===== src/hdl/lrqs_fifo.sv =====
// Small first-in first-out queue in flip-flops, generic width and depth.
// No dependencies.
`timescale 1ns / 1ps
module lrqs_fifo #(
    parameter int WIDTH = 8,
    parameter int DEPTH = 2
) (
    input  logic                         i_clk,
    input  logic                         i_rst_n,
    input  logic                         i_push,
    input  logic [WIDTH-1:0]             i_wdata,
    input  logic                         i_pop,
    output logic [WIDTH-1:0]             o_rdata,
    output logic                         o_empty,
    output logic                         o_full,
    output logic [$clog2(DEPTH+1)-1:0]   o_count
);
    localparam int PW = (DEPTH > 1) ? $clog2(DEPTH) : 1;
    localparam int CW = $clog2(DEPTH + 1);

    logic [WIDTH-1:0] r_mem [DEPTH];
    logic [PW-1:0]    r_wr_ptr, n_wr_ptr;
    logic [PW-1:0]    r_rd_ptr, n_rd_ptr;
    logic [CW-1:0]    r_count, n_count;
    logic             w_do_push, w_do_pop;

    assign o_empty = (r_count == '0);
    assign o_full  = (r_count == CW'(DEPTH));
    assign o_count = r_count;
    assign o_rdata = r_mem[r_rd_ptr];

    assign w_do_push = i_push && !o_full;
    assign w_do_pop  = i_pop && !o_empty;

    always_comb begin
        n_wr_ptr = r_wr_ptr;
        n_rd_ptr = r_rd_ptr;
        n_count  = r_count;
        if (w_do_push) begin
            n_wr_ptr = (r_wr_ptr == PW'(DEPTH - 1)) ? '0 : r_wr_ptr + PW'(1);
        end
        if (w_do_pop) begin
            n_rd_ptr = (r_rd_ptr == PW'(DEPTH - 1)) ? '0 : r_rd_ptr + PW'(1);
        end
        if (w_do_push && !w_do_pop) begin
            n_count = r_count + CW'(1);
        end else if (!w_do_push && w_do_pop) begin
            n_count = r_count - CW'(1);
        end
    end

    always_ff @(posedge i_clk) begin
        if (!i_rst_n) begin
            r_wr_ptr <= '0;
            r_rd_ptr <= '0;
            r_count  <= '0;
        end else begin
            r_wr_ptr <= n_wr_ptr;
            r_rd_ptr <= n_rd_ptr;
            r_count  <= n_count;
        end
    end

    always_ff @(posedge i_clk) begin
        if (w_do_push) begin
            r_mem[r_wr_ptr] <= i_wdata;
        end
    end

endmodule


===== config.mk =====
export PLATFORM = sky130hd
export DESIGN_NAME = lrqs_fifo
export DESIGN_NICKNAME = d
export VERILOG_FILES = /design/src/hdl/lrqs_fifo.sv
export SDC_FILE = /design/constraint.sdc
export NUM_CORES = 1
export LEC_CHECK = 0
export BUFFER_PORTS_ARGS = -buffer_cell sky130_fd_sc_hd__buf_2
export CAP_MARGIN = 5
export CORE_ASPECT_RATIO = 0.75
export CORE_MARGIN = 5
export CORE_UTILIZATION = 43
export CTS_CLUSTER_DIAMETER = 100
export DETAILED_ROUTE_END_ITERATION = 12
export PLACE_DENSITY_LB_ADDON = 0.25
export SLEW_MARGIN = 20
export SYNTH_ARGS = -nofsm -noshare
export SYNTH_HDL_FRONTEND = slang
export SYNTH_SLANG_ARGS = --single-unit
export TNS_END_PERCENT = 30

===== constraint.sdc =====
create_clock -name i_clk -period 1.42 [get_ports i_clk]
set_input_delay 0.284 -clock i_clk [delete_from_list [all_inputs] [get_ports i_clk]]
set_output_delay 0.284 -clock i_clk [all_outputs]
set_load 0.05 [all_outputs]

==> flow_metrics.py <==
metrics = {
    "layout": {
        "layout.nets": 96,
        "utilization": 0.679,
        "share_of_layout_cells_above_drive_strength_1": 0.610,
        "final_common_cell": "sky130_fd_sc_hd__edfxtp_1",
        "layout_common_cells": "sky130_fd_sc_hd__edfxtp_1 (16), sky130_fd_sc_hd__buf_2 (13), sky130_fd_sc_hd__mux2_4 (8), sky130_fd_sc_hd__buf_8 (8), sky130_fd_sc_hd__buf_4 (5)",
        "antenna_cells": 0,
        "layoutNonFillerInstCount": 104,
        "syn_to_layout_area_delta_pct": 47.3,
    },
    "timing": {
        "finalHoldWorstSlack_ns": 0.175,
        "max_clk_rate_ghz": 0.659,
        "period_needed_ns": 1.52,
        "final_hold_vios": 0,
        "final.setup.worst_slack_ns": -0.0968,
        "setup_tns_ns": -0.747,
        "max_slew_margin": 0.753,
        "timing_worst_slew_pin_value_ns": 0.370,
        "unrepaired_setup_endpoints_after_global_routing": "yes",
        "timing_max_transition_violations_final": 0,
        "fin_worst_skew_ns": 0.000840,
        "period_share": 1.07,
        "report.final.setup_viol": 9,
    },
    "yosys": {
        "ys.warnings.count": 0,
        "synth_cells": 50,
        "yosysUniqueCellTypes": 20,
        "synth.ff_latch_count": 21,
        "synth.avg_cell_area_um2": 16.2,
        "mappedNetlistArea_um2": 810,
        "yosysSeqAreaShare": 0.717,
        "synthesis.nets": 63,
    },
    "grt": {
        "grt.total_usage": 0.107,
        "grt_start_max_net_pins": 13,
        "via_count_of_the_first_global_routing_pass": 528,
        "grt_antenna_before_repair": 0,
        "grt_pass1_wl_mm": 2.10,
        "globalRoute.totalOverflow": 0,
    },
    "power_and_ir_drop": {
        "p_sw_frac": 0.396,
        "power_per_cell_area_nw_per_um2": 2140,
        "power.sequential.fraction": 0.342,
        "ir_worst_vdd_mv": 1.55,
        "comb_power_share": 0.554,
        "power.static_leakage_nw": 0.491,
        "p_int_mw": 1.54,
        "power.net_switching_mw": 1.01,
        "share_clk_of_total_power": 0.105,
    },
    "detailed_routing": {
        "drt-pass1-iter-count": 3,
        "drc_errors": 0,
        "routed-via-count": 479,
        "route.antenna.remaining_nets": 0,
        "wl_per_cell_um": 12.4,
        "drt_iter0_drc": 8,
        "drt_wl_total_mm": 1.29,
        "detail_route.vias_per_cell": 4.61,
    },
    "floorplanning": {
        "pin_count": 24,
        "die_area_um2": 2860,
        "placement_rows": 13,
        "initial_utilization": 0.461,
        "die_y_um": 47.6,
        "coreArea_um2": 1760,
        "die_w_um": 60.1,
    },
    "place": {
        "portBuffers": 23,
        "hpwl_um": 955,
        "placed_cells": 100,
        "pre_cts_ws_ns": -0.0281,
        "weighted_congestion_reported_at_the_end_of_routability_driven_placement": 0.769,
    },
    "setup_path": {
        "setup.worst_path.start_class": "flip-flop",
        "critical_path.endpoint_type": "output port",
        "worst_r2r_setup_slack_ns": -0.02,
        "worst_ep_required_time_ns": 1.14,
        "critical_path_class": "reg2out",
        "critPathArrivalTime_ns": 1.23,
        "crit_fanout": 4,
    },
    "clock_tree": {
        "clock_path_buffers": 2,
        "cts_post_setup_buffers_inserted": 0,
        "worstSkewPairLatency_ns": 0.29,
        "cts.root.buffer_cell": "sky130_fd_sc_hd__clkbuf_4",
        "htree_levels": 1,
        "cts_made_buffers": 3,
        "cts.clk_slew.worst_paths_ns": 0.11,
        "cts_num_sinks": 21,
        "tritoncts_clock_tree": "built",
    },
    "status": {
        "violations": "negative setup slack",
        "run_status": "complete, but fails checks",
    },
    "job": {
        "drv_cap": 0,
    },
    "min_path": {
        "worstHoldPathType": "in2reg",
    },
}
power by group through the flow:
stage               Clock (mW)  Combinational [mW]  Sequential [mW]
CTS                      0.283                1.41            0.868
global placement             0                1.13            0.869
floorplan                    0               0.777            0.954
finish                   0.267                1.41            0.870
detailed placement           0                1.14            0.873
global route             0.306                1.49            0.886
logic make-up after synthesis:
group | count (synthesis) | synth area share
AOI/OAI and AO/OA | 5 | 0.0402
muxes | 8 | 0.111
DFF | 21 | 0.717
adders and majority gates | 1 | 0.0155
buffers and inverters | 3 | 0.0154
xor gates and xnor gates | 3 | 0.0325
and+or+nand+nor | 9 | 0.0680
path summary, 6_finish.rpt:
check,end,start,cells past startpoint
max reg2reg,o_count[1]$_SDFFE_PN0P_,o_count[0]$_SDFFE_PN0P_,7
min,r_mem[0][5]$_DFFE_PP_,i_wdata[5],1
max,o_rdata[2],flip-flop,3
min reg2reg,o_count[1]$_SDFFE_PN0P_,o_count[1]$_SDFFE_PN0P_,2
final cells by class:
class | instances | area [µm²]
multi-input combinational | 26 | 277
sequential | 21 | 589
inverter | 2 | 15.0
fill | 125 | 564
clock inverter | 1 | 5.00
clock buffer | 3 | 22.5
timing repair buffer | 29 | 256
tap | 22 | 27.5
per-stage QoR:
stage	cell area [µm²]	total power, mW
CTS	1190	2.56
detailed placement	1030	2.01
global placement	1030	1.99
finish	1190	2.55
floorplan	852	1.73
global route	1190	2.68
registers in the layout (all words and copies together) (netlist names), named ones only:
register and count:
r_wr_ptr 1, r_rd_ptr 1, r_mem 16, o_count 2
timing repair:
item / 4_1_cts / 5_1_grt
endpoints found under the setup margin: 11 / 10
hold buffers: 0 / 0
gates resized for setup: 37 / 2
critical path, cell delays in order, from the launching register on:
cell and delay, ns:
sky130_fd_sc_hd__dfxtp_2 0.36, sky130_fd_sc_hd__buf_6 0.12, sky130_fd_sc_hd__mux2_4 0.31, sky130_fd_sc_hd__buf_8 0.15
cells in the mapped netlist (all sizes together):
| master | number | share of area |
|---|---|---|
| or3 | 1 | 0.0077 |
| o21ai | 2 | 0.012 |
| o21a | 1 | 0.0093 |
| buf | 1 | 0.0062 |
| dfxtp | 5 | 0.12 |
| mux2 | 8 | 0.11 |
| nor2 | 2 | 0.0093 |
| xnor2 | 2 | 0.022 |
| and2 | 3 | 0.023 |
| edfxtp | 16 | 0.59 |
| nand2b | 1 | 0.0077 |
| and3 | 1 | 0.0077 |
| ha | 1 | 0.015 |
| a21boi | 2 | 0.019 |
| xor2 | 1 | 0.011 |
| nor3 | 1 | 0.012 |
| inv | 2 | 0.0093 |
layer usage:
layer | GRT usage | up-vias | part of all wire
met5 | 0 | - | 0
met4 | 0.0531 | 0 | 0.011
met3 | 0.0404 | 2 | 0.060
met2 | 0.181 | 11 | 0.48
met1 | 0.122 | 218 | 0.45
li1 | - | 248 | -
Power figures use the tool's default switching activity.
