[src/hdl/lrqs_pkg.sv]
// Shared constants, types and register codes for the largest-remainder
// quota split block. No dependencies; every other file but lrqs_fifo imports it.
`timescale 1ns / 1ps
package lrqs_pkg;

    localparam int NUM_SHARES   = 5;
    localparam int TOTAL_W      = 16;
    localparam int WEIGHT_W     = 7;
    localparam int SHARE_W      = 16;
    localparam int REM_W        = 7;
    localparam int REM0_W       = 8;
    localparam int PROD_W       = TOTAL_W + WEIGHT_W;
    localparam int SUM_W        = SHARE_W + 3;
    localparam int LEFT_W       = SUM_W + 1;
    localparam int RANK_W       = 3;
    localparam int CFG_IDX_W    = 3;

    // floor(x / 100) is taken as (x * RECIP_M) >> RECIP_SHIFT, then corrected
    // by at most one step; the estimate is never high for x below 2**23.
    localparam int RECIP_BITS   = 18;
    localparam int RECIP_SHIFT  = 24;
    localparam int MUL_W        = PROD_W + RECIP_BITS;
    localparam logic [RECIP_BITS-1:0] RECIP_M = RECIP_BITS'((2 ** RECIP_SHIFT) / 100);

    localparam logic [WEIGHT_W-1:0] PERCENT_FULL = WEIGHT_W'(100);

    localparam int FRONT_STAGES  = 4;
    localparam int INFLIGHT_W    = 3;
    localparam int MID_DEPTH_DEF = 8;
    localparam int OUT_DEPTH_DEF = 2;

    // Configuration register indexes.
    localparam logic [CFG_IDX_W-1:0] REG_WEIGHT_ZERO  = CFG_IDX_W'(0);
    localparam logic [CFG_IDX_W-1:0] REG_WEIGHT_ONE   = CFG_IDX_W'(1);
    localparam logic [CFG_IDX_W-1:0] REG_WEIGHT_TWO   = CFG_IDX_W'(2);
    localparam logic [CFG_IDX_W-1:0] REG_WEIGHT_THREE = CFG_IDX_W'(3);
    localparam logic [CFG_IDX_W-1:0] REG_WEIGHT_FOUR  = CFG_IDX_W'(4);

    typedef logic [NUM_SHARES-1:0][WEIGHT_W-1:0] t_weights;

    localparam t_weights WEIGHT_RESET = {
        WEIGHT_W'(10), WEIGHT_W'(10), WEIGHT_W'(10), WEIGHT_W'(10), WEIGHT_W'(60)
    };

    typedef struct packed {
        logic [NUM_SHARES-1:0][SHARE_W-1:0] floors;
        logic [NUM_SHARES-1:0][REM_W-1:0]   rems;
        logic [LEFT_W-1:0]                  left;
    } t_mid_item;

    typedef struct packed {
        logic [NUM_SHARES-1:0][SHARE_W-1:0] shares;
    } t_out_item;

    typedef struct packed {
        logic [INFLIGHT_W-1:0] inflight;
        logic                  out_valid;
    } t_front_status;

endpackage

[src/hdl/lrqs_fifo.sv]
// Small first-in first-out queue in flip-flops, generic width and depth.
// No dependencies.
`timescale 1ns / 1ps
module lrqs_fifo #(
    parameter int WIDTH = 8,
    parameter int DEPTH = 2
) (
    input  logic                         i_clk,
    input  logic                         i_rst_n,
    input  logic                         i_push,
    input  logic [WIDTH-1:0]             i_wdata,
    input  logic                         i_pop,
    output logic [WIDTH-1:0]             o_rdata,
    output logic                         o_empty,
    output logic                         o_full,
    output logic [$clog2(DEPTH+1)-1:0]   o_count
);
    localparam int PW = (DEPTH > 1) ? $clog2(DEPTH) : 1;
    localparam int CW = $clog2(DEPTH + 1);

    logic [WIDTH-1:0] r_mem [DEPTH];
    logic [PW-1:0]    r_wr_ptr, n_wr_ptr;
    logic [PW-1:0]    r_rd_ptr, n_rd_ptr;
    logic [CW-1:0]    r_count, n_count;
    logic             w_do_push, w_do_pop;

    assign o_empty = (r_count == '0);
    assign o_full  = (r_count == CW'(DEPTH));
    assign o_count = r_count;
    assign o_rdata = r_mem[r_rd_ptr];

    assign w_do_push = i_push && !o_full;
    assign w_do_pop  = i_pop && !o_empty;

    always_comb begin
        n_wr_ptr = r_wr_ptr;
        n_rd_ptr = r_rd_ptr;
        n_count  = r_count;
        if (w_do_push) begin
            n_wr_ptr = (r_wr_ptr == PW'(DEPTH - 1)) ? '0 : r_wr_ptr + PW'(1);
        end
        if (w_do_pop) begin
            n_rd_ptr = (r_rd_ptr == PW'(DEPTH - 1)) ? '0 : r_rd_ptr + PW'(1);
        end
        if (w_do_push && !w_do_pop) begin
            n_count = r_count + CW'(1);
        end else if (!w_do_push && w_do_pop) begin
            n_count = r_count - CW'(1);
        end
    end

    always_ff @(posedge i_clk) begin
        if (!i_rst_n) begin
            r_wr_ptr <= '0;
            r_rd_ptr <= '0;
            r_count  <= '0;
        end else begin
            r_wr_ptr <= n_wr_ptr;
            r_rd_ptr <= n_rd_ptr;
            r_count  <= n_count;
        end
    end

    always_ff @(posedge i_clk) begin
        if (w_do_push) begin
            r_mem[r_wr_ptr] <= i_wdata;
        end
    end

endmodule

[src/hdl/lrqs_back.sv]
// Back end: hands out leftover units by remainder rank and queues results.
// Depends on lrqs_pkg and lrqs_fifo.
`timescale 1ns / 1ps
module lrqs_back #(
    parameter int OUT_DEPTH = lrqs_pkg::OUT_DEPTH_DEF
) (
    input  logic                   i_clk,
    input  logic                   i_rst_n,
    input  lrqs_pkg::t_mid_item    i_mid_item,
    input  logic                   i_mid_empty,
    output logic                   o_mid_pop,
    input  logic                   i_pop,
    output lrqs_pkg::t_out_item    o_out_item,
    output logic                   o_empty
);
    import lrqs_pkg::*;

    logic                               w_out_full;
    logic                               w_left_pos;
    logic [RANK_W-1:0]                  w_pos_cnt;
    logic [RANK_W-1:0]                  w_give_cnt;
    logic [LEFT_W-1:0]                  w_extra;
    logic [NUM_SHARES-1:0][RANK_W-1:0]  w_rank;
    t_out_item                          w_result;

    assign o_mid_pop = !i_mid_empty && !w_out_full;

    // Remainders rank by value, descending, the lower index first on a tie;
    // a share gets one unit when its rank is below the number handed out.
    always_comb begin
        w_left_pos = !i_mid_item.left[LEFT_W-1] && (i_mid_item.left != '0);
        w_pos_cnt  = '0;
        for (int k = 0; k < NUM_SHARES; k++) begin
            w_pos_cnt = w_pos_cnt + RANK_W'(i_mid_item.rems[k] != '0);
            w_rank[k] = '0;
            for (int j = 0; j < NUM_SHARES; j++) begin
                if (j != k) begin
                    if ((i_mid_item.rems[j] > i_mid_item.rems[k]) ||
                        ((i_mid_item.rems[j] == i_mid_item.rems[k]) && (j < k))) begin
                        w_rank[k] = w_rank[k] + RANK_W'(1);
                    end
                end
            end
        end

        if (!w_left_pos) begin
            w_give_cnt = '0;
            w_extra    = '0;
        end else if (i_mid_item.left > LEFT_W'(w_pos_cnt)) begin
            w_give_cnt = w_pos_cnt;
            w_extra    = i_mid_item.left - LEFT_W'(w_pos_cnt);
        end else begin
            w_give_cnt = i_mid_item.left[RANK_W-1:0];
            w_extra    = '0;
        end

        for (int k = 0; k < NUM_SHARES; k++) begin
            w_result.shares[k] = i_mid_item.floors[k] + SHARE_W'(
                (i_mid_item.rems[k] != '0) && (w_rank[k] < w_give_cnt));
        end
        // Units no remainder can place all go to share zero.
        w_result.shares[0] = w_result.shares[0] + SHARE_W'(w_extra);
    end

    lrqs_fifo #(
        .WIDTH ($bits(t_out_item)),
        .DEPTH (OUT_DEPTH)
    ) u_out_q (
        .i_clk   (i_clk),
        .i_rst_n (i_rst_n),
        .i_push  (o_mid_pop),
        .i_wdata (w_result),
        .i_pop   (i_pop),
        .o_rdata (o_out_item),
        .o_empty (o_empty),
        .o_full  (w_out_full),
        .o_count ()
    );

endmodule

[config.mk]
export PLATFORM = sky130hd
export DESIGN_NAME = lrqs_back
export DESIGN_NICKNAME = d
export VERILOG_FILES = /design/src/hdl/lrqs_pkg.sv /design/src/hdl/lrqs_fifo.sv /design/src/hdl/lrqs_back.sv
export SDC_FILE = /design/constraint.sdc
export NUM_CORES = 1
export LEC_CHECK = 0
export ABC_CLOCK_PERIOD_IN_PS = 7490
export BUFFER_PORTS_ARGS = -buffer_cell sky130_fd_sc_hd__buf_4
export CAP_MARGIN = 10
export CORE_ASPECT_RATIO = 1.75
export CORE_UTILIZATION = 30
export DETAILED_ROUTE_END_ITERATION = 10
export SYNTH_ARGS = -nofsm -noshare
export SYNTH_HDL_FRONTEND = slang
export SYNTH_SLANG_ARGS = --single-unit
[constraint.sdc]
create_clock -name i_clk -period 7.49 [get_ports i_clk]
set_input_delay 1.498 -clock i_clk [delete_from_list [all_inputs] [get_ports i_clk]]
set_output_delay 1.498 -clock i_clk [all_outputs]
set_load 0.03 [all_outputs]
==> impl_results.md <==
- Switching Power: 1.28 mW
- Final period util: 95.9%
- Number of input and output port buffers inserted: 220
- Nets: 1462
- Count leader, synth: sky130_fd_sc_hd__edfxtp_1
- Largest fanout on the critical path: 2
- Weighted congestion at the end of routability-driven global placement: around 1
- Placed wire-length estimate after detailed placement: about 24 mm
- Worst skew pair latency: ~420 ps
- Maximum count of clock buffers along a single path: 2
- Peak supply drop: approximately 160 µV
- H-Tree Depth: 4
- Total congestion overflow after global routing: 0
- F_max: 139 MHz
- Worst Tran Pin Value: 838 ps
- CP startpoint kind: primary input
- Leakage Power: 5.68 nW
- Tightest Hold Check Type: reg2reg
- Die X-Extent: about 140 µm
- Iter 0 DRT Violations: 222
- Antenna Diode Count: 0
- DP Worst Slack: -259 ps
- Max-slew violation total from the final report: 0
- Capturing element type of the critical path: flop
- Full die area: 36300 µm²
- Placed instance area: 13200 µm²
- Yosys warning count: 0
- Part of the total power dissipated in combinational logic: 41.7%
- Via total after detailed routing: 8046
- Relative contribution of sequential cells to total power: 35.3%
- CTS tree: built
- Pin count of the biggest net entering global routing: 55
- Top cells by instance count after synthesis: sky130_fd_sc_hd__edfxtp_1 (160), sky130_fd_sc_hd__ha_1 (117), sky130_fd_sc_hd__mux2_2 (85)
- Cells after synthesis: 923
- Die height: ~250 µm
- CTS Root Cell: sky130_fd_sc_hd__clkbuf_16
- EDFF count, synth: between 150 and 200
- Sequential area share after synthesis: 46.0%
- Summed instance area of the synthesized netlist: 10700 µm²
- Setup repair after global routing missed its margin: no
- Total Wirelength: 29.3 mm
- Proportion of layout cells with a drive suffix above 1: between 30% and 40%
- Total of max-cap violations: 0
- Iteration count of the initial detailed-routing pass: 4
- Initial antenna violation count: 0
- Path type of the worst setup path: in2reg
- Hold buffer count at cts: 0
- Min setup slack post-route: 304 ps
- Via count of the first global-routing pass: 8221
- Mean instance size in the synthesized netlist: 11.5 µm²
- Worst slew margin: a little over two fifths
- Global-route wire length before repair: 43.4 mm
- Internal Pwr Total: around 2.3 mW
- Clock Skew: 6.60 ps
- Number of synthesized register bits: 165
- Register-to-Register Setup Slack: 4950 ps
- Run status: completed
- Worst Path Arrival: about 7400 ps
- Core Box Area: ~35000 µm²
- Number of buffers inserted during clock tree synthesis: 17
- Final Hold Viols: 0
- Area of all placed cells without fillers: 13800 µm²
- Required time of the worst setup path: ~7700 ps
- Growth of design area from synthesis to finish: 29.9%
- Predominant post-synthesis flop cell: sky130_fd_sc_hd__edfxtp_1
- Count of distinct cell types in the synthesized netlist: 52
- Num rows: 91
- Starting utilization of the core area: between 30% and 40%
- Switching part of the total: 35.8%
- Setup TNS Final: 0 ps
- Antenna viol nets, final: 0
- Min Clock Period, post-route: just over 7000 ps
- Number of setup violations in the final report: 0
- Pwr Density: 258 nW/µm²
- Gr usage total: 16.3%
- Syn nets: about 1200
- Cells taking the most area after synthesis: sky130_fd_sc_hd__edfxtp_1 (45%), sky130_fd_sc_hd__ha_1 (14%), sky130_fd_sc_hd__mux2_2 (9.0%), sky130_fd_sc_hd__xnor2_1 (5.8%), sky130_fd_sc_hd__xor2_1 (2.3%)
- Overall power consumption: 3.57 mW
- Share of the synthesized area in the top cell type: 45.1%
- Number of DRC violations after detailed routing: 0
- Area leader, netlist: sky130_fd_sc_hd__edfxtp_1
- Vias per Instance: 4.79
- Total clock sinks: 165
- Share of flip-flops with an asynchronous set or reset after synthesis: 0%
- Clock transition at the registers of the reported paths: 60 ps
- Share of the core filled with cells: 39.5%
- Number of primary I/O pins: roughly 220
- Wire length per cell: 17.4 µm
- Clock power share: 23.0%
## cells by family (layout without fill, tap and decap cells)
| logic type | Yosys count | in the layout | synth area share [%] |
|---|---|---|---|
| buffers and inverters | 71 | 362 | 2.50 |
| adders and majority gates | 122 | 122 | 14.7 |
| DFF | 165 | 165 | 46.0 |
| xor gates and xnor gates | 98 | 98 | 8.05 |
| AOI/OAI and AO/OA | 123 | 123 | 7.29 |
| and+or+nand+nor | 257 | 257 | 12.3 |
| muxes | 87 | 87 | 9.17 |
## metrics by stage
| step | hold WS, ps | cells |
|---|---|---|
| after floorplan | 488 | 923 |
| after global placement | 513 | 1646 |
| after detailed placement | 528 | 1646 |
| after CTS | 538 | 1678 |
| after global routing | 564 | 1679 |
| final | 533 | 1679 |
## state kept, by name, summed over array words and instances (netlist names), named ones only
| register | count |
|---|---|
| u_out_q.r_rd_ptr | 1 |
| u_out_q.r_mem | 160 |
| u_out_q.r_wr_ptr | 1 |
| u_out_q.o_count | 2 |
## worst max-delay path: stages
cell and delay, ps:
sky130_fd_sc_hd__buf_4 110, sky130_fd_sc_hd__or4_4 540, sky130_fd_sc_hd__nor4_4 290, sky130_fd_sc_hd__buf_4 160
sky130_fd_sc_hd__fa_2 470, sky130_fd_sc_hd__fa_1 520, sky130_fd_sc_hd__inv_1 50, sky130_fd_sc_hd__ha_1 200
sky130_fd_sc_hd__fa_2 360, sky130_fd_sc_hd__nor2b_2 140, sky130_fd_sc_hd__o21a_1 140, sky130_fd_sc_hd__o21a_1 130
sky130_fd_sc_hd__o21ai_0 70, sky130_fd_sc_hd__a21o_1 210, sky130_fd_sc_hd__ha_1 210, sky130_fd_sc_hd__a2111oi_2 340
sky130_fd_sc_hd__nor2_1 70, sky130_fd_sc_hd__and2_1 170, sky130_fd_sc_hd__fa_2 340, sky130_fd_sc_hd__nor2b_1 120
sky130_fd_sc_hd__o21a_1 150, sky130_fd_sc_hd__o21ai_1 90, sky130_fd_sc_hd__a21oi_2 170, sky130_fd_sc_hd__a41o_1 210
sky130_fd_sc_hd__nor4_1 70, sky130_fd_sc_hd__or3_1 380, sky130_fd_sc_hd__xnor2_1 150
## timing repair
item | in CTS | in global routing
gates resized for setup | 0 | 11
setup endpoints to repair | 0 | 8
setup buffers | 0 | 1
## cell type report
cell class,count,area [µm²]
fill,3487,21200
multi-input combinational,687,5550
sequential,165,4910
timing repair buffer,269,2020
tap,465,582
clock buffer,18,429
inverter,61,229
clock inverter,14,128
## power groups by stage
stage                     clock, mW  sequential [mW]  combinational (mW)
after floorplan                   0             1.26               0.972
after global placement            0             1.28                1.49
after detailed placement          0             1.28                1.51
after CTS                     0.845             1.27                1.52
after global routing          0.873             1.28                1.61
final                         0.820             1.26                1.49
## final timing paths
path,cells after the start,startpoint,to
max,27,i_mid_item[23],u_out_q.r_mem[1][13]$_DFFE_PP_
min,2,u_out_q.o_count[1]$_SDFFE_PN0P_,u_out_q.o_count[1]$_SDFFE_PN0P_
max reg2reg,5,u_out_q.o_count[0]$_SDFFE_PN0P_,u_out_q.r_mem[0][32]$_DFFE_PP_
min reg2reg,2,u_out_q.o_count[1]$_SDFFE_PN0P_,u_out_q.o_count[1]$_SDFFE_PN0P_
## per-layer routing
| layer | wire [µm] | GRT usage [%] |
|---|---|---|
| met3 | 1540 | 3.66 |
| met2 | 16800 | 32.8 |
| met5 | 0 | 0 |
| met1 | 9440 | 13.7 |
| met4 | 1490 | 10.3 |
## layout by cell type (no fill, tap or decap), types with 36 or more instances in the layout
cell and n:
sky130_fd_sc_hd__buf_4 269, sky130_fd_sc_hd__ha_1 115, sky130_fd_sc_hd__nand3_1 36, sky130_fd_sc_hd__edfxtp_1 160, sky130_fd_sc_hd__xnor2_1 70, sky130_fd_sc_hd__inv_1 61
sky130_fd_sc_hd__a21oi_1 38, sky130_fd_sc_hd__nand2_1 49, sky130_fd_sc_hd__nor2_1 59, sky130_fd_sc_hd__mux2_2 85
No activity file was read; power rests on OpenSTA's default activity.
