[src/hdl/lrqs_pkg.sv]
// Shared constants, types and register codes for the largest-remainder
// quota split block. No dependencies; every other file but lrqs_fifo imports it.
`timescale 1ns / 1ps
package lrqs_pkg;

    localparam int NUM_SHARES   = 5;
    localparam int TOTAL_W      = 16;
    localparam int WEIGHT_W     = 7;
    localparam int SHARE_W      = 16;
    localparam int REM_W        = 7;
    localparam int REM0_W       = 8;
    localparam int PROD_W       = TOTAL_W + WEIGHT_W;
    localparam int SUM_W        = SHARE_W + 3;
    localparam int LEFT_W       = SUM_W + 1;
    localparam int RANK_W       = 3;
    localparam int CFG_IDX_W    = 3;

    // floor(x / 100) is taken as (x * RECIP_M) >> RECIP_SHIFT, then corrected
    // by at most one step; the estimate is never high for x below 2**23.
    localparam int RECIP_BITS   = 18;
    localparam int RECIP_SHIFT  = 24;
    localparam int MUL_W        = PROD_W + RECIP_BITS;
    localparam logic [RECIP_BITS-1:0] RECIP_M = RECIP_BITS'((2 ** RECIP_SHIFT) / 100);

    localparam logic [WEIGHT_W-1:0] PERCENT_FULL = WEIGHT_W'(100);

    localparam int FRONT_STAGES  = 4;
    localparam int INFLIGHT_W    = 3;
    localparam int MID_DEPTH_DEF = 8;
    localparam int OUT_DEPTH_DEF = 2;

    // Configuration register indexes.
    localparam logic [CFG_IDX_W-1:0] REG_WEIGHT_ZERO  = CFG_IDX_W'(0);
    localparam logic [CFG_IDX_W-1:0] REG_WEIGHT_ONE   = CFG_IDX_W'(1);
    localparam logic [CFG_IDX_W-1:0] REG_WEIGHT_TWO   = CFG_IDX_W'(2);
    localparam logic [CFG_IDX_W-1:0] REG_WEIGHT_THREE = CFG_IDX_W'(3);
    localparam logic [CFG_IDX_W-1:0] REG_WEIGHT_FOUR  = CFG_IDX_W'(4);

    typedef logic [NUM_SHARES-1:0][WEIGHT_W-1:0] t_weights;

    localparam t_weights WEIGHT_RESET = {
        WEIGHT_W'(10), WEIGHT_W'(10), WEIGHT_W'(10), WEIGHT_W'(10), WEIGHT_W'(60)
    };

    typedef struct packed {
        logic [NUM_SHARES-1:0][SHARE_W-1:0] floors;
        logic [NUM_SHARES-1:0][REM_W-1:0]   rems;
        logic [LEFT_W-1:0]                  left;
    } t_mid_item;

    typedef struct packed {
        logic [NUM_SHARES-1:0][SHARE_W-1:0] shares;
    } t_out_item;

    typedef struct packed {
        logic [INFLIGHT_W-1:0] inflight;
        logic                  out_valid;
    } t_front_status;

endpackage

[src/hdl/lrqs_front.sv]
// Front pipeline: weighted products, floors and remainders by 100, leftover.
// Depends on lrqs_pkg.
`timescale 1ns / 1ps
module lrqs_front (
    input  logic                          i_clk,
    input  logic                          i_rst_n,
    input  logic                          i_accept,
    input  logic [lrqs_pkg::TOTAL_W-1:0]  i_total_units,
    input  lrqs_pkg::t_weights            i_weights,
    output lrqs_pkg::t_mid_item           o_item,
    output lrqs_pkg::t_front_status       o_status
);
    import lrqs_pkg::*;

    // Stage 1: products.
    logic                                r_s1_valid;
    logic [TOTAL_W-1:0]                  r_s1_total;
    logic [NUM_SHARES-1:0][PROD_W-1:0]   r_s1_prod, n_s1_prod;
    // Stage 2: quotient estimates.
    logic                                r_s2_valid;
    logic [TOTAL_W-1:0]                  r_s2_total;
    logic [NUM_SHARES-1:0][PROD_W-1:0]   r_s2_prod;
    logic [NUM_SHARES-1:0][SHARE_W-1:0]  r_s2_q0, n_s2_q0;
    // Stage 3: exact floors and remainders.
    logic                                r_s3_valid;
    logic [TOTAL_W-1:0]                  r_s3_total;
    logic [NUM_SHARES-1:0][SHARE_W-1:0]  r_s3_floor, n_s3_floor;
    logic [NUM_SHARES-1:0][REM_W-1:0]    r_s3_rem, n_s3_rem;
    // Stage 4: leftover.
    logic                                r_s4_valid;
    t_mid_item                           r_s4_item, n_s4_item;

    always_comb begin
        logic [WEIGHT_W-1:0] wc;
        logic [MUL_W-1:0]    mul;
        logic [PROD_W-1:0]   diff;
        logic [REM0_W-1:0]   r0;
        logic [SUM_W-1:0]    sum;
        sum = '0;
        for (int k = 0; k < NUM_SHARES; k++) begin
            // Weights above one hundred act as one hundred.
            wc = (i_weights[k] > PERCENT_FULL) ? PERCENT_FULL : i_weights[k];
            n_s1_prod[k] = PROD_W'(i_total_units) * PROD_W'(wc);

            mul = MUL_W'(r_s1_prod[k]) * MUL_W'(RECIP_M);
            n_s2_q0[k] = SHARE_W'(mul >> RECIP_SHIFT);

            diff = r_s2_prod[k] - PROD_W'(r_s2_q0[k]) * PROD_W'(PERCENT_FULL);
            r0   = diff[REM0_W-1:0];
            if (r0 >= REM0_W'(PERCENT_FULL)) begin
                n_s3_floor[k] = r_s2_q0[k] + SHARE_W'(1);
                n_s3_rem[k]   = REM_W'(r0 - REM0_W'(PERCENT_FULL));
            end else begin
                n_s3_floor[k] = r_s2_q0[k];
                n_s3_rem[k]   = REM_W'(r0);
            end

            sum = sum + SUM_W'(r_s3_floor[k]);
        end
        n_s4_item.floors = r_s3_floor;
        n_s4_item.rems   = r_s3_rem;
        n_s4_item.left   = LEFT_W'(r_s3_total) - LEFT_W'(sum);
    end

    always_ff @(posedge i_clk) begin
        if (!i_rst_n) begin
            r_s1_valid <= 1'b0;
            r_s2_valid <= 1'b0;
            r_s3_valid <= 1'b0;
            r_s4_valid <= 1'b0;
        end else begin
            r_s1_valid <= i_accept;
            r_s2_valid <= r_s1_valid;
            r_s3_valid <= r_s2_valid;
            r_s4_valid <= r_s3_valid;
        end
    end

    always_ff @(posedge i_clk) begin
        r_s1_total <= i_total_units;
        r_s1_prod  <= n_s1_prod;
        r_s2_total <= r_s1_total;
        r_s2_prod  <= r_s1_prod;
        r_s2_q0    <= n_s2_q0;
        r_s3_total <= r_s2_total;
        r_s3_floor <= n_s3_floor;
        r_s3_rem   <= n_s3_rem;
        r_s4_item  <= n_s4_item;
    end

    assign o_item             = r_s4_item;
    assign o_status.out_valid = r_s4_valid;
    assign o_status.inflight  = INFLIGHT_W'(r_s1_valid) + INFLIGHT_W'(r_s2_valid)
                              + INFLIGHT_W'(r_s3_valid) + INFLIGHT_W'(r_s4_valid);

endmodule

[config.mk]
export PLATFORM = sky130hd
export DESIGN_NAME = lrqs_front
export DESIGN_NICKNAME = d
export VERILOG_FILES = /design/src/hdl/lrqs_pkg.sv /design/src/hdl/lrqs_front.sv
export SDC_FILE = /design/constraint.sdc
export NUM_CORES = 2
export LEC_CHECK = 0
export BUFFER_PORTS_ARGS = -buffer_cell sky130_fd_sc_hd__buf_2
export CORE_MARGIN = 3
export CORE_UTILIZATION = 50
export CTS_BUF_LIST = sky130_fd_sc_hd__clkbuf_16
export DETAILED_ROUTE_END_ITERATION = 7
export PLACE_DENSITY_LB_ADDON = 0.3
export SLEW_MARGIN = 15
export SYNTH_ARGS = -nofsm -noshare
export SYNTH_HDL_FRONTEND = slang
export SYNTH_SLANG_ARGS = --single-unit
[constraint.sdc]
create_clock -name i_clk -period 7.6 [get_ports i_clk]
set_input_delay 0 -clock i_clk [delete_from_list [all_inputs] [get_ports i_clk]]
set_output_delay 0 -clock i_clk [all_outputs]
set_load 0.02 [all_outputs]
==> impl_table.tex <==
\begin{tabular}{lr}
\hline
Metric & Value \\
\hline
\multicolumn{2}{l}{\textbf{Synth}} \\
\quad Leading register cell type out of synthesis & sky130\_fd\_sc\_hd\_\_dfxtp\_1 \\
\quad Post-synthesis cell area & approximately 70000 um2 \\
\quad Proportion of synthesized chip area in sequential cells & 15.7\% \\
\quad Fraction of synthesized cell area in xor and xnor cells & 4.11\% \\
\quad Number of warning messages in the yosys log & 0 \\
\quad Leading post-synthesis cells by cell area & sky130\_fd\_sc\_hd\_\_fa\_1, sky130\_fd\_sc\_hd\_\_ha\_1, sky130\_fd\_sc\_hd\_\_dfxtp\_1, sky130\_fd\_sc\_hd\_\_inv\_1, sky130\_fd\_sc\_hd\_\_xnor2\_1 \\
\quad Share of the synthesized area in the top cell type & approximately 35\% \\
\quad Flop and latch count out of synthesis & $\sim$540 \\
\quad Synth Area in Compound Gates & between 4 and 5\% \\
\quad Adder-cell share of the synthesized area & around 56\% \\
\quad Post-synthesis average cell area & 10.2 um2 \\
\quad Synthesized net count & approximately 9200 \\
\quad Simple-gate area share of the yosys netlist & a little under a tenth \\
\quad Combinational family with the most area after synthesis & adder cells \\
\quad Ys async rst share & 0\% \\
\quad Count of unique library cells instantiated by Yosys & 76 \\
\quad Post-Synthesis Cells & slightly below 7000 \\
\quad Share of cell area taken by muxes after synthesis & 0.0146\% \\
\quad Number of synthesized flops with an enable pin & 0 \\
\quad Post-synth top area cell & sky130\_fd\_sc\_hd\_\_fa\_1 \\
\multicolumn{2}{l}{\textbf{Clocking}} \\
\quad Total clock buffers created by CTS & 60 \\
\quad H-tree levels & 2 \\
\quad Setup repair bufs after CTS & 0 \\
\quad Clock transition time at the flip-flop clock pins of the worst setup and hold paths & $\sim$60 ps \\
\quad Total of cells resized after clock tree synthesis & 0 \\
\quad Count of hold-fix buffers inserted at cts & 16 \\
\quad Bufs on Longest Clock Path & 3 \\
\quad Number of clock sinks & $\sim$540 \\
\quad Clock root cell & sky130\_fd\_sc\_hd\_\_clkbuf\_16 \\
\quad Later-pin clock latency in the skew report & 690 ps \\
\quad TritonCTS clock tree & done \\
\multicolumn{2}{l}{\textbf{Layout}} \\
\quad Commonest cells after routing, fill and taps aside & sky130\_fd\_sc\_hd\_\_inv\_1, sky130\_fd\_sc\_hd\_\_fa\_1, sky130\_fd\_sc\_hd\_\_ha\_1 \\
\quad Fillers & approximately 12000 \\
\quad Fin nets & between 9000 and 10000 \\
\quad Proportion of layout cells with a drive suffix above 1 & roughly 5.3\% \\
\quad Area Overhead vs Synth & 7.63\% \\
\quad Leading cell type in the layout, fill and taps excluded & sky130\_fd\_sc\_hd\_\_inv\_1 \\
\quad Final Core Density & 54.4\% \\
\quad Cell area after layout & about 74000 um2 \\
\multicolumn{2}{l}{\textbf{Setup path}} \\
\quad End of the critical path & r\_s2\_q0[47] \\
\quad Setup slack on the worst flop-to-flop path & $\sim$1400 ps \\
\quad CP Launch Type & register \\
\quad Worst Setup Path Type & register to register \\
\quad Reg-to-reg startpoint & r\_s1\_prod[67] \\
\quad Length in cells of the worst reg-to-reg path & 21 \\
\quad Kind of capture point of the worst setup path & register \\
\quad Crit path required time & slightly above 8000 ps \\
\quad Maximum fanout along the worst path & 8 \\
\quad Crit. Startpoint & r\_s1\_prod[67] \\
\quad Arrival time at the worst endpoint & 6780 ps \\
\quad Reg2reg end & r\_s2\_q0[47] \\
\multicolumn{2}{l}{\textbf{Timing}} \\
\quad Max Fclk & 161 MHz \\
\quad Total of endpoints with negative setup slack in the final report & 0 \\
\quad Slew at the pin closest to its max-slew limit & roughly 1200 ps \\
\quad Worst setup skew after layout & between 40 and 50 ps \\
\quad Time the final worst path needs with I/O delays and setup & between 6000 and 7000 ps \\
\quad Number of pins with negative max-slew slack in the final report & 0 \\
\quad Remaining max-slew budget at the tightest pin & a little over a fifth \\
\quad Total Neg Setup Slack & 0 ps \\
\quad Number of hold violations in the final report & 0 \\
\quad Portion of the clock cycle consumed by the worst path in the final layout & 81.9\% \\
\quad Setup repair after global routing missed its margin & false \\
\multicolumn{2}{l}{\textbf{Global routing}} \\
\quad Number of antenna violations at the first check in global routing & 28 \\
\quad Total grt overflow & 0 \\
\quad Total Routing Usage GR & a little under a quarter \\
\quad Pin count of the biggest net entering global routing & 37 \\
\quad First-pass GRT wire length & approximately 260000 um \\
\quad Via count of the first global-routing pass & approximately 48000 \\
\multicolumn{2}{l}{\textbf{Place}} \\
\quad Number of buffers added on ports & approximately 190 \\
\quad Post-DP HPWL & between 100000 and 150000 um \\
\quad Instance area at placement & about 72000 um2 \\
\quad Routability cong. & roughly 0.9 \\
\multicolumn{2}{l}{\textbf{Die}} \\
\quad Top Ports & 193 \\
\quad Chip width & approximately 380 um \\
\quad Area of the die & 142000 um2 \\
\quad Area of the core & approximately 140000 um2 \\
\quad Site row count & between 100 and 150 \\
\quad Initial Util & between 50\% and 60\% \\
\quad Die height & 376 um \\
\multicolumn{2}{l}{\textbf{Drt}} \\
\quad Mean number of vias per cell & approximately 5.0 \\
\quad First drt pass iteration count & 5 \\
\quad Met1 WL & about 73000 um \\
\quad Mean routed wirelength per cell & between 15 and 20 um \\
\quad DRC Markers & 0 \\
\quad DRT iter0 DRCs & approximately 2200 \\
\quad Met3 wire len & a little under 9000 um \\
\quad Top sig layer & met5 \\
\quad Routed met2 length & 71700 um \\
\quad Antenna Nets Post-Route & 0 \\
\quad Final WL & about 160000 um \\
\quad Total number of vias & around 44000 \\
\multicolumn{2}{l}{\textbf{Status}} \\
\quad Run status & complete, no violations \\
\multicolumn{2}{l}{\textbf{Hold path}} \\
\quad Worst min-delay path category & input pin to register \\
\multicolumn{2}{l}{\textbf{Job}} \\
\quad Maximum capacitance violations & 0 \\
\hline
\end{tabular}
## cells in the mapped netlist (51+ instances only)
cell and instances:
sky130_fd_sc_hd__and2_1 317, sky130_fd_sc_hd__nor3_1 59, sky130_fd_sc_hd__o21ai_0 75, sky130_fd_sc_hd__dfxtp_1 537
sky130_fd_sc_hd__a21o_1 51, sky130_fd_sc_hd__nand3_1 70, sky130_fd_sc_hd__a21oi_1 132, sky130_fd_sc_hd__xor2_1 85
sky130_fd_sc_hd__nor2_1 161, sky130_fd_sc_hd__clkbuf_1 104, sky130_fd_sc_hd__inv_1 1776, sky130_fd_sc_hd__xnor2_1 237
sky130_fd_sc_hd__nand2_1 247, sky130_fd_sc_hd__ha_1 1177, sky130_fd_sc_hd__fa_1 1184, sky130_fd_sc_hd__and3_1 161
## cell type report
class	count	area [um2]	share of cell area [%]
inverter	1776	6670	9.03
clock inverter	53	558	0.756
multi-input combinational	4329	50800	68.8
clock buffer	61	1530	2.07
sequential	537	10800	14.6
antenna	11	27.5	0.0373
timing repair buffer	230	1290	1.74
tap	1781	2230	3.02
## registers in the layout, summed over array words and instances (netlist names), 16 cells and up
name and flops:
n_s4_item 115, o_item 135, r_s1_prod 115, r_s1_total 16
r_s2_prod 40, r_s2_q0 80, r_s2_total 16, r_s3_total 16
## kinds of logic (layout without fill, tap and decap cells)
group           after synthesis  after routing
other cells                   0             11
buf+inv                    1881           2120
mux                           1              1
compound gates              458            458
flops                       537            537
fa+ha+maj                  2362           2362
simple gates               1186           1186
xor+xnor                    322            322
## metal layers
| metal | vias up | GRT usage, % |
|---|---|---|
| met2 | 890 | 37.1 |
| met4 | 8 | 5.26 |
| met1 | 21971 | 32.8 |
| met5 | - | 0 |
| li1 | 21152 | - |
| met3 | 157 | 2.92 |
## through the flow
stage          setup WS [ps]  hold slack, ps  std cells
5_1_grt                 1010            70.0       8771
6_report                1370            60.1       8778
3_3_place_gp            1310             211       8637
2_1_floorplan           1910            27.7       6747
3_5_place_dp            1200             208       8637
4_1_cts                 1380            9.10       8767
## worst max-delay path, cell delays in order (launching register included)
cell and delay, ps:
sky130_fd_sc_hd__dfxtp_1 540, sky130_fd_sc_hd__inv_1 150, sky130_fd_sc_hd__ha_1 360, sky130_fd_sc_hd__fa_1 540
sky130_fd_sc_hd__fa_1 520, sky130_fd_sc_hd__inv_1 50, sky130_fd_sc_hd__fa_1 520, sky130_fd_sc_hd__inv_1 50
sky130_fd_sc_hd__fa_1 450, sky130_fd_sc_hd__fa_1 500, sky130_fd_sc_hd__inv_1 40, sky130_fd_sc_hd__ha_1 330
sky130_fd_sc_hd__nand3_1 110, sky130_fd_sc_hd__or2_2 290, sky130_fd_sc_hd__nor3_1 240, sky130_fd_sc_hd__nand2_1 100
sky130_fd_sc_hd__nor3_2 260, sky130_fd_sc_hd__o41ai_4 140, sky130_fd_sc_hd__o311ai_1 450, sky130_fd_sc_hd__a31o_2 260
sky130_fd_sc_hd__a21oi_1 80, sky130_fd_sc_hd__xnor2_1 120
## worst min path at each step
stage                          start             to  slack, ps  cells after the start
global route           i_weights[21]  r_s1_prod[69]         70                      3
floorplan           i_total_units[0]  r_s1_total[0]         30                      0
finish                 i_weights[21]  r_s1_prod[69]         60                      3
CTS                    i_weights[21]  r_s1_prod[69]          9                      3
global placement            i_accept     r_s1_valid        210                      2
detailed placement          i_accept     r_s1_valid        210                      2
Power is not shown: default switching activity piles up to over one toggle a cycle in this logic, so the estimate is an artifact.
